## config.mk

```make
export PLATFORM = sky130hd
export DESIGN_NAME = json_top_level_pair_tagger
export DESIGN_NICKNAME = d
export VERILOG_FILES = /design/src/hdl/jtpt_pkg.sv /design/src/hdl/json_top_level_pair_tagger.sv
export VERILOG_INCLUDE_DIRS = /design/src /design/src/hdl
export SDC_FILE = /design/constraint.sdc
export NUM_CORES = 1
export LEC_CHECK = 0
export ABC_AREA = 0
export BUFFER_PORTS_ARGS = -buffer_cell sky130_fd_sc_hd__buf_2
export CORE_UTILIZATION = 60
export DETAILED_ROUTE_END_ITERATION = 12
export GPL_TIMING_DRIVEN = 0
export PLACE_DENSITY = 0.86
export SYNTH_ARGS = -nofsm -noshare
export SYNTH_HDL_FRONTEND = slang
export SYNTH_SLANG_ARGS = --single-unit
```

## constraint.sdc

```tcl
create_clock -name clk -period 9.4 [get_ports clk]
set_input_delay 0 -clock clk [delete_from_list [all_inputs] [get_ports clk]]
set_output_delay 0 -clock clk [all_outputs]
set_load 0.01 [all_outputs]
```

## src/hdl/json_top_level_pair_tagger_macros.svh

```systemverilog
// ----------------------------------------------------------------------------
// Assertion macros for the top-level pair tagger.
// Each macro checks a property on the rising edge of clk.
// ----------------------------------------------------------------------------
`ifndef JSON_TOP_LEVEL_PAIR_TAGGER_MACROS_SVH
`define JSON_TOP_LEVEL_PAIR_TAGGER_MACROS_SVH

`ifndef ASSERT_OFF
// Checks a property outside reset.
`define JTP_ASSERT(lbl, prop, msg) \
  lbl: assert property (@(posedge clk) disable iff (rst) (prop)) else $error(msg);
// Checks a property at every edge, reset included.
`define JTP_ASSERT_ALWAYS(lbl, prop, msg) \
  lbl: assert property (@(posedge clk) (prop)) else $error(msg);
`else
`define JTP_ASSERT(lbl, prop, msg)
`define JTP_ASSERT_ALWAYS(lbl, prop, msg)
`endif

`endif

```

## src/hdl/jtpt_pkg.sv

```systemverilog
// ----------------------------------------------------------------------------
// jtpt_pkg
// Types and constants shared by the top-level pair tagger.
// ----------------------------------------------------------------------------
package jtpt_pkg;

  localparam int STACK_DEPTH_DEF = 16;

  localparam logic [7:0] CH_COLON     = 8'h3A;
  localparam logic [7:0] CH_COMMA     = 8'h2C;
  localparam logic [7:0] CH_LSQUARE   = 8'h5B;
  localparam logic [7:0] CH_RSQUARE   = 8'h5D;
  localparam logic [7:0] CH_LCURLY    = 8'h7B;
  localparam logic [7:0] CH_RCURLY    = 8'h7D;
  localparam logic [7:0] CH_QUOTE     = 8'h22;
  localparam logic [7:0] CH_BACKSLASH = 8'h5C;

  typedef enum logic [1:0] {
    SYM_QUOTE  = 2'd0,
    SYM_SQUARE = 2'd1,
    SYM_CURLY  = 2'd2,
    SYM_NONE   = 2'd3
  } sym_t;

  typedef enum logic [2:0] {
    KIND_DROP      = 3'd0,
    KIND_KEY       = 3'd1,
    KIND_VALUE     = 3'd2,
    KIND_KEY_END   = 3'd3,
    KIND_VALUE_END = 3'd4
  } kind_t;

  typedef enum logic [1:0] {
    STK_HOLD = 2'd0,
    STK_PUSH = 2'd1,
    STK_POP  = 2'd2
  } stk_op_t;

  typedef struct packed {
    logic [7:0] data;
    kind_t      kind;
    logic       ovf;
  } res_t;

endpackage

```

## src/hdl/json_top_level_pair_tagger.sv

```systemverilog
// ----------------------------------------------------------------------------
// json_top_level_pair_tagger
// Tags each byte of a JSON text as key, value, key end, value end or dropped.
// ----------------------------------------------------------------------------
// Usage:
// The input channel (in_valid, in_ready, in_byte, doc_start) carries one
// byte of the text per transaction. Setting doc_start clears the parse state
// before that byte is processed.
// The output channel (out_valid, out_ready, out_byte, byte_kind,
// stack_overflow) returns exactly one result transaction per input byte,
// in order.
// Results are registered in the output register. Throughput is one byte per
// cycle while the receiver keeps out_ready high, set by the nesting stack
// update; its top two entries sit at fixed places in a shift register.
// When the receiver stalls, one further byte is taken into a skid register,
// and in_ready then drops until the output register drains.
// A synchronous reset on rst clears the parse state and empties both result
// registers; no result is pending after reset.
// ----------------------------------------------------------------------------
`include "json_top_level_pair_tagger_macros.svh"

module json_top_level_pair_tagger
  import jtpt_pkg::*;
#(
  parameter int STACK_DEPTH = STACK_DEPTH_DEF
) (
  input  logic       clk,
  input  logic       rst,
  input  logic       in_valid,
  output logic       in_ready,
  input  logic [7:0] in_byte,
  input  logic       doc_start,
  output logic       out_valid,
  input  logic       out_ready,
  output logic [7:0] out_byte,
  output logic [2:0] byte_kind,
  output logic       stack_overflow
);

  localparam int CW = $clog2(STACK_DEPTH + 1);

  sym_t          stk [STACK_DEPTH];
  logic [CW-1:0] count;
  logic          in_key_quote;
  logic          in_value;
  logic          skip_next;

  logic [CW-1:0] count_next;
  logic          in_key_quote_next;
  logic          in_value_next;
  logic          skip_next_next;

  res_t res_main;
  res_t res_skid;
  logic skid_valid;

  logic          acc;
  logic          take;
  logic [CW-1:0] c;
  logic          ikq;
  logic          iv;
  logic          sk;
  sym_t          p0;
  sym_t          p1;
  kind_t         kind;
  kind_t         carried;
  logic          ovf;
  stk_op_t       op;
  sym_t          psym;
  logic          pop_closer;
  logic [CW-1:0] c_post;
  res_t          res_new;

  assign in_ready = !skid_valid;
  assign acc      = in_valid && in_ready;
  assign take     = out_valid && out_ready;

  always_comb begin
    c   = doc_start ? '0 : count;
    ikq = doc_start ? 1'b0 : in_key_quote;
    iv  = doc_start ? 1'b0 : in_value;
    sk  = doc_start ? 1'b0 : skip_next;
    p0  = (c > CW'(0)) ? stk[0] : SYM_NONE;
    p1  = (c > CW'(1)) ? stk[1] : SYM_NONE;
    carried = iv ? KIND_VALUE : KIND_KEY;

    kind = KIND_DROP;
    op   = STK_HOLD;
    psym = SYM_QUOTE;
    in_key_quote_next = ikq;
    in_value_next     = iv;
    skip_next_next    = sk;
    pop_closer = 1'b0;
    c_post     = c;

    if (sk) begin
      skip_next_next = 1'b0;
    end else if (in_byte == CH_BACKSLASH) begin
      skip_next_next = 1'b1;
    end else if (in_byte == CH_QUOTE) begin
      if (ikq && (c != '0)) begin
        if (!iv && (p0 == SYM_QUOTE)) begin
          if (p1 != SYM_QUOTE) begin
            in_key_quote_next = 1'b0;
          end else begin
            kind = carried;
          end
          op = STK_POP;
        end else begin
          kind = carried;
          op = (p0 == SYM_QUOTE) ? STK_POP : STK_PUSH;
        end
      end else begin
        if (!iv) begin
          in_key_quote_next = 1'b1;
        end else begin
          kind = KIND_VALUE;
        end
        op = (p0 != SYM_QUOTE) ? STK_PUSH : STK_POP;
      end
    end else if ((in_byte == CH_LSQUARE) || (in_byte == CH_LCURLY)) begin
      op   = STK_PUSH;
      psym = (in_byte == CH_LSQUARE) ? SYM_SQUARE : SYM_CURLY;
      if (iv) begin
        kind = KIND_VALUE;
      end
    end else begin
      pop_closer = ((in_byte == CH_RSQUARE) && (p0 == SYM_SQUARE)) ||
                   ((in_byte == CH_RCURLY) && (p0 == SYM_CURLY));
      if (pop_closer) begin
        op     = STK_POP;
        c_post = c - CW'(1);
      end
      if (!iv && !ikq) begin
        if ((in_byte == CH_COLON) && (c_post == CW'(1))) begin
          in_value_next = 1'b1;
          kind = KIND_KEY_END;
        end
      end else if (iv && (((c_post == CW'(1)) && (in_byte == CH_COMMA)) ||
                          ((c_post == '0) && ((in_byte == CH_RCURLY) ||
                                              (in_byte == CH_RSQUARE))))) begin
        in_value_next = 1'b0;
        kind = KIND_VALUE_END;
      end else begin
        kind = carried;
      end
    end

    ovf = (op == STK_PUSH) && (c >= CW'(STACK_DEPTH));
    count_next = c;
    if ((op == STK_PUSH) && !ovf) begin
      count_next = c + CW'(1);
    end else if ((op == STK_POP) && (c != '0)) begin
      count_next = c - CW'(1);
    end

    res_new.data = in_byte;
    res_new.kind = kind;
    res_new.ovf  = ovf;
  end

  always_ff @(posedge clk) begin
    if (rst) begin
      count        <= '0;
      in_key_quote <= 1'b0;
      in_value     <= 1'b0;
      skip_next    <= 1'b0;
    end else if (acc) begin
      count        <= count_next;
      in_key_quote <= in_key_quote_next;
      in_value     <= in_value_next;
      skip_next    <= skip_next_next;
    end
  end

  always_ff @(posedge clk) begin
    if (acc) begin
      if ((op == STK_PUSH) && !ovf) begin
        stk[0] <= psym;
        for (int i = 1; i < STACK_DEPTH; i++) begin
          stk[i] <= stk[i-1];
        end
      end else if ((op == STK_POP) && (c != '0)) begin
        for (int i = 0; i < STACK_DEPTH - 1; i++) begin
          stk[i] <= stk[i+1];
        end
      end
    end
  end

  always_ff @(posedge clk) begin
    if (rst) begin
      out_valid  <= 1'b0;
      skid_valid <= 1'b0;
    end else if (skid_valid) begin
      if (take) begin
        skid_valid <= 1'b0;
      end
    end else if (acc) begin
      if (!out_valid || take) begin
        out_valid <= 1'b1;
      end else begin
        skid_valid <= 1'b1;
      end
    end else if (take) begin
      out_valid <= 1'b0;
    end
  end

  always_ff @(posedge clk) begin
    if (skid_valid) begin
      if (take) begin
        res_main <= res_skid;
      end
    end else if (acc) begin
      if (!out_valid || take) begin
        res_main <= res_new;
      end else begin
        res_skid <= res_new;
      end
    end
  end

  assign out_byte       = res_main.data;
  assign byte_kind      = res_main.kind;
  assign stack_overflow = res_main.ovf;

  `JTP_ASSERT(a_count_bound, count <= CW'(STACK_DEPTH), "stack count beyond depth")
  `JTP_ASSERT(a_flags_exclusive, !(in_value && in_key_quote), "key quote inside value")
  `JTP_ASSERT(a_escape_keeps_stack, acc && skip_next && !doc_start |=> count == $past(count),
              "escaped byte changed the stack")
  `JTP_ASSERT_ALWAYS(a_skid_behind_main, skid_valid |-> out_valid, "skid full, output empty")
  `JTP_ASSERT(a_accept_gives_result, acc |=> out_valid, "accepted byte gave no result")

endmodule

```

# --- Word level (Yosys, flattened, before mapping) ---
# Memories as Yosys holds them, arrays and structs flattened.
# Index checks and enable logic that the tools add are counted.
word_totals:
  ff_bits: 34
  ramBits: 32
  inputBits: 13
  out_inout_bits: 14
  memories: 1
classes:
  add_sub_neg: 2
  magnitude_cmp: 3
  eq_ne: 15
  muxes: 88
  bitwise_logic: 17
  n_reduce_logical: 35
mem_list:
  columns: ["name", "depth", "width", "rd", "rd_ports_with_merged_regs", "wr", "line", "rtl"]
  rows:
  - ["stk", 16, 2, 16, 0, 16, "json_top_level_pair_tagger.sv:42", "sym_t stk [STACK_DEPTH];"]
ops:
  columns: ["operator", "n"]
  rows:
  - ["two-way mux 2 bit", 35]
  - ["two-way mux 12 bit", 4]
  - ["equality test 8 x 7 -> 1 bit, second input constant", 5]
  - ["two-way mux 5 bit", 8]
  - ["two-way mux 1 bit", 33]
  - ["equality test 8 x 6 -> 1 bit, second input constant", 3]
  - ["two-way mux 3 bit", 8]
  - ["OR 1 bit", 15]
  - ["logical AND 1 bit", 14]
  - ["greater-than comparator 5 x 1 -> 1 bit, second input constant", 2]
  - ["nonzero test 2 bit", 5]
  - ["AND reduction 3 bit", 3]
  - ["adder 5 x 1 -> 5 bit, second input constant", 1]
  - ["equality test 5 x 1 -> 1 bit, second input constant", 1]
  - ["greater-or-equal comparator 5 bit, second input constant", 1]
  - ["logical NOT 1 bit", 5]
  - ["logical NOT 5 bit", 1]
  - ["logical OR 1 bit", 5]
  - ["nonzero test 5 bit", 1]
  - ["subtractor 5 x 1 -> 5 bit, second input constant", 1]
  - ["equality test 2 x 1 -> 1 bit, second input constant", 2]
  - ["equality test 2 bit, second input constant", 2]
  - ["inequality test 2 x 1 -> 1 bit, second input constant", 2]
  - ["logical NOT 2 bit", 1]
  - ["inverter 1 bit", 2]

# --- Logic depth before layout (Yosys ltp) ---
depth:
  ltp_word: 24
  mapped_depth: 13
  ltp_nobuf: 9

# --- Worst setup path before layout ---
# OpenSTA, ideal clock, no wires.
synth_timing:
  path_kind: "flip-flop to flip-flop"
  start: "register count[1]"
  end: "memory stk[0][0] in the netlist's numbering (enable)"
  setup_time_ns: 0.398
  t_arrival_ns: 2.992
  required_ns: 9.002
  slack_ns: 6.009
  path_stages_with_launch: 12
  n_path_buf: 3
  period_less_slack_ns: 3.391
  path_cell_list: "dfxtp_1 > clkbuf_1 > nor2b_1 > inv_1 > ha_1 > buf_2 > nor4b_2 > nand3b_1 > nor3_1 > or3_1 > buf_6 > a21oi_2"
synth_lines:
  columns: ["element", "line", "rtl"]
  rows:
  - ["start: declaration", "json_top_level_pair_tagger.sv:43", "logic [CW-1:0] count;"]
  - ["start signal: assignment", "json_top_level_pair_tagger.sv:169", "count <= count_next;"]
  - ["end: declaration", "json_top_level_pair_tagger.sv:42", null]

==> results.txt <==
* H-Tree Depth: 3
- Leakage: between 0.001 and 0.0015 uW
* Rel. slew slack: 0.246
* Vias in the first global route: 2453
- After routing the design area is ~4100 um^2.
- Entering global routing, the biggest net connects 32 pins.
* Compound-cell area share of the yosys netlist: 0.120
- Of the total synthesized cell area, the portion taken by full adders, half adders and majority gates is 0.0105.
- Number of distinct standard cells referenced by the synthesized netlist: 68
- Averaged over all synthesized cells, the footprint is approximately 12 um^2.
- Endpoint arrival time on the critical path: ~3.6 ns
- Instance area at placement: 3790 um^2
- Setup slack of the worst register-to-register path: roughly 5.8 ns
- Mapped Nets: 305
* Synthesized-area fraction occupied by and/or/nand/nor cells: 0.171
- At the later pin of the worst-skew pair, clock insertion delay measures between 0.3 and 0.4 ns.
* Critical path endpoint: stk[0][5]
- Count of buffers inserted at the top-level ports: 26
- For this configuration, the core starts out at a cell density of 0.635.
- Start point of the critical path: count[1]
- For this run, the number of Yosys warnings is 0.
* Post-detailed-route via-to-cell ratio: ~6.3
- Area grow syn2layout: 15.2%
* Antenna cells: 0
- Number of standard-cell rows in the floorplan: 27
- The layout has 384 filler cells.
- Along the worst path, the maximum fanout reaches 31.
- Post-Syn Area: roughly 3600 um^2
- Buffers inserted during post-CTS setup optimization: 0
- In the layout the commonest cells are sky130_fd_sc_hd__edfxtp_1, sky130_fd_sc_hd__buf_2, sky130_fd_sc_hd__nor2_1, sky130_fd_sc_hd__mux2_1, sky130_fd_sc_hd__nand2_1.
- Critical path required time: 9.38 ns
- Dividing the final minimum period by the clock period gives 0.383.
- Multiplexer share of the synthesized area: 0.127
- Worst reg2reg path startpoint: count[1]
- Counting flops with an async set or reset pin after synthesis yields a share of 0.
- STA classifies the critical path endpoint as a flop.
- Startpoint types: flop
- Die W: 79.0 um
- Drt total wl: 7.71 mm
- Of the total synthesized cell area, the portion taken by XOR and XNOR cells is 0.00985.
* Multi-input logic area: 1570 um^2
- The number of cells on the worst reg-to-reg path is 11.
- In this run the remaining antenna-violating nets after routing total 0.
- TritonCTS built the clock tree.
- Slew Viols, Final: 0
- Worst setup skew after layout: 0.00764 ns
- The most used flip-flop cell after synthesis is sky130_fd_sc_hd__edfxtp_1.
- After detailed routing, the average wire length per cell comes to around 19 um.
- Count of endpoints failing hold in the final timing report: 0
* Std-Cell Core Area: 5610 um^2
- Class of the tightest hold or removal check: in -> reg
- For this block, the initial DRC count from the detailed router was 260.
- By area, the combinational part of the netlist is dominated by simple AND/OR/NAND/NOR gates.
* Length of routed met3 wiring: 566 um
* Initial antenna violation count: 0
* Final Util: 0.731
- The first global-routing pass estimated 12.3 mm of wire.
- The critical path is of the reg -> reg type.
* Max IR drop VDD: 0.000138 V
* Vias post-DR: 2608
- Subtracting the final worst setup slack from the clock period gives 3.60 ns.
* Most common cell after layout, fill and taps aside: sky130_fd_sc_hd__edfxtp_1
* Pwr/cell area: 164 nW/um^2
* Cell Count, Final, Fillers Out: 412
- Clock tree synthesis selected as its root buffer the cell sky130_fd_sc_hd__clkbuf_8.
* Total area of sequential cells: ~1900 um^2
* Sum of negative setup slack: 0 ns
- Seq cells post-synth: 66
* Clock buffers created by TritonCTS: 9
* Max Clk Rate: 278 MHz
- After clock tree synthesis, the clock-pin slew on the worst setup and hold paths is approximately 0.08 ns.
- The flow ran to the end, and the final reports show no timing, DRC or antenna violations.
- The tool flagged a number of max-cap violations equal to 0.
* Die ar.: 6240 um^2
- Layout cells sized above 1: 0.241
* Post-DP HPWL: 5.11 mm
* Overflow left after global routing: 0
* Number of sinks driven by the clock tree: 66
- Register area share after synthesis: 0.529
- For this run, design rule violations remaining after detail routing come to 0.
* Placed Instances: 387
- The synthesized design contains 56 enable-type register cells.
* Routed length on met1: 3.25 mm
- Uppermost layer routed: met4
* Number of failing setup endpoints in the final timing report: 0
- Met2 layer wire length in the routed design: between 3 and 4 mm
- The startpoint identified for the worst hold timing path is in_valid.
- The worst register-to-register path ends at stk[0][5].
- For this run, the total global-route usage over all layers was measured as 0.265.
* Placer congestion estimate: 0.929
* Fin nets: 351
- Unrepaired setup endpoints after global routing: no
- Initial DRT Pass Iterations: 5
* Post-Syn Instances: 289
* Chip height: roughly 79 um
- For the pin with the worst max-slew slack, the measured transition is 1.13 ns.
- In this run the count of I/O pins placed on the die edge is 27.
- The longest clock path from root to sink contains 2 buffers.
-- per-stage QoR --
step	setup slack [ns]	hold slack, ns	power (uW)
global placement	5.47	0.194	399
detailed placement	5.87	0.197	401
global route	5.58	0.0335	693
CTS	5.85	0.0105	672
floorplan	6.01	0.0989	380
finish	5.80	0.0260	673
-- area by class of cell --
cell class,count,area share
clock inverters,7,0.0244
well taps,72,0.0220
plain buffers,16,0.0226
repair buffers,35,0.0537
multi-input cells,200,0.382
inverters,7,0.00641
flip-flops and latches,66,0.459
clock buffers,9,0.0302
-- power by group --
part,switching [uW],leakage (uW),internal (uW)
clock network,122,0.000114,152
registers,2.96,0.000597,324
logic,44.7,0.000745,27.3
total,169,0.00146,503
-- cell families (layout without fill, tap and decap cells) --
logic type                 count (synthesis)  in the layout
AOI/OAI and AO/OA                         55             55
muxes                                     37             37
buffers and inverters                     23             74
and+or+nand+nor                          101            101
adders and majority gates                  3              3
DFF                                       66             66
xor gates and xnor gates                   4              4
-- worst min-delay path by stage --
stage	endpoint	slack, ns	depth (start not counted)
after CTS	skid_valid	0.01	3
final	skid_valid	0.03	3
after global routing	skid_valid	0.03	3
after global placement	res_skid[11]	0.19	1
after floorplan	res_skid[10]	0.1	0
after detailed placement	res_skid[11]	0.20	1
-- critical path, cell delays in order (launching register included) --
cell                       delay [ns]
sky130_fd_sc_hd__dfxtp_1         0.30
sky130_fd_sc_hd__clkbuf_1        0.18
sky130_fd_sc_hd__nor2b_1         0.19
sky130_fd_sc_hd__inv_1           0.12
sky130_fd_sc_hd__ha_1            0.14
sky130_fd_sc_hd__buf_2           0.23
sky130_fd_sc_hd__nor4b_2         0.39
sky130_fd_sc_hd__nand3b_1        0.32
sky130_fd_sc_hd__nor3_1          0.11
sky130_fd_sc_hd__or3_1           0.33
sky130_fd_sc_hd__buf_6           0.16
sky130_fd_sc_hd__a21oi_4         0.74
-- state kept, by name, summed over array words and instances, names as in the netlist --
signal / count
skip_next: 1
res_skid: 12
out_valid: 1
out_byte: 8
count: 5
byte_kind: 3
stack_overflow: 1
in_key_quote: 1
stk: 32
in_value: 1
skid_valid: 1
-- Yosys cell counts (2+ instances only) --
cell type / count / area, um^2
sky130_fd_sc_hd__mux2_4: 9 / 135
sky130_fd_sc_hd__ha_1: 3 / 37.5
sky130_fd_sc_hd__clkbuf_1: 10 / 37.5
sky130_fd_sc_hd__or4b_4: 2 / 27.5
sky130_fd_sc_hd__nor4b_1: 3 / 26.3
sky130_fd_sc_hd__nor2_2: 2 / 12.5
sky130_fd_sc_hd__a21oi_1: 6 / 30.0
sky130_fd_sc_hd__a221oi_1: 2 / 17.5
sky130_fd_sc_hd__xnor2_1: 2 / 17.5
sky130_fd_sc_hd__nor2_1: 20 / 75.1
sky130_fd_sc_hd__nand4_1: 4 / 25.0
sky130_fd_sc_hd__a31oi_1: 4 / 25.0
sky130_fd_sc_hd__xor2_1: 2 / 17.5
sky130_fd_sc_hd__nand2_1: 17 / 63.8
sky130_fd_sc_hd__nor3_1: 11 / 55.1
sky130_fd_sc_hd__nor2b_1: 7 / 43.8
sky130_fd_sc_hd__o31ai_1: 2 / 15.0
sky130_fd_sc_hd__nand3b_1: 6 / 45.0
sky130_fd_sc_hd__o21ai_0: 14 / 70.1
sky130_fd_sc_hd__mux2_1: 20 / 225
sky130_fd_sc_hd__a21oi_2: 2 / 17.5
sky130_fd_sc_hd__a211oi_1: 2 / 15.0
sky130_fd_sc_hd__buf_4: 2 / 15.0
sky130_fd_sc_hd__edfxtp_1: 56 / 1680
sky130_fd_sc_hd__and3_1: 4 / 25.0
sky130_fd_sc_hd__mux2_2: 8 / 90.1
sky130_fd_sc_hd__inv_1: 7 / 26.3
sky130_fd_sc_hd__dfxtp_1: 10 / 200
sky130_fd_sc_hd__o41ai_1: 2 / 17.5
sky130_fd_sc_hd__nor4_1: 2 / 12.5
sky130_fd_sc_hd__nand3_1: 5 / 25.0
sky130_fd_sc_hd__nand2b_1: 7 / 43.8
-- timing repair --
item | in CTS | in global routing
hold buffers | 9 | 0
endpoints found under the hold margin | 9 | 0
resized for setup | 0 | 0
setup endpoints to repair | 0 | 0
-- per-layer routing --
metal,GRT usage,vias to the layer above
li1,-,1200
met1,0.341,1267
met2,0.431,125
met5,0,-
met3,0.0759,16
met4,0.0909,0
(Power assumes the default switching activity.)
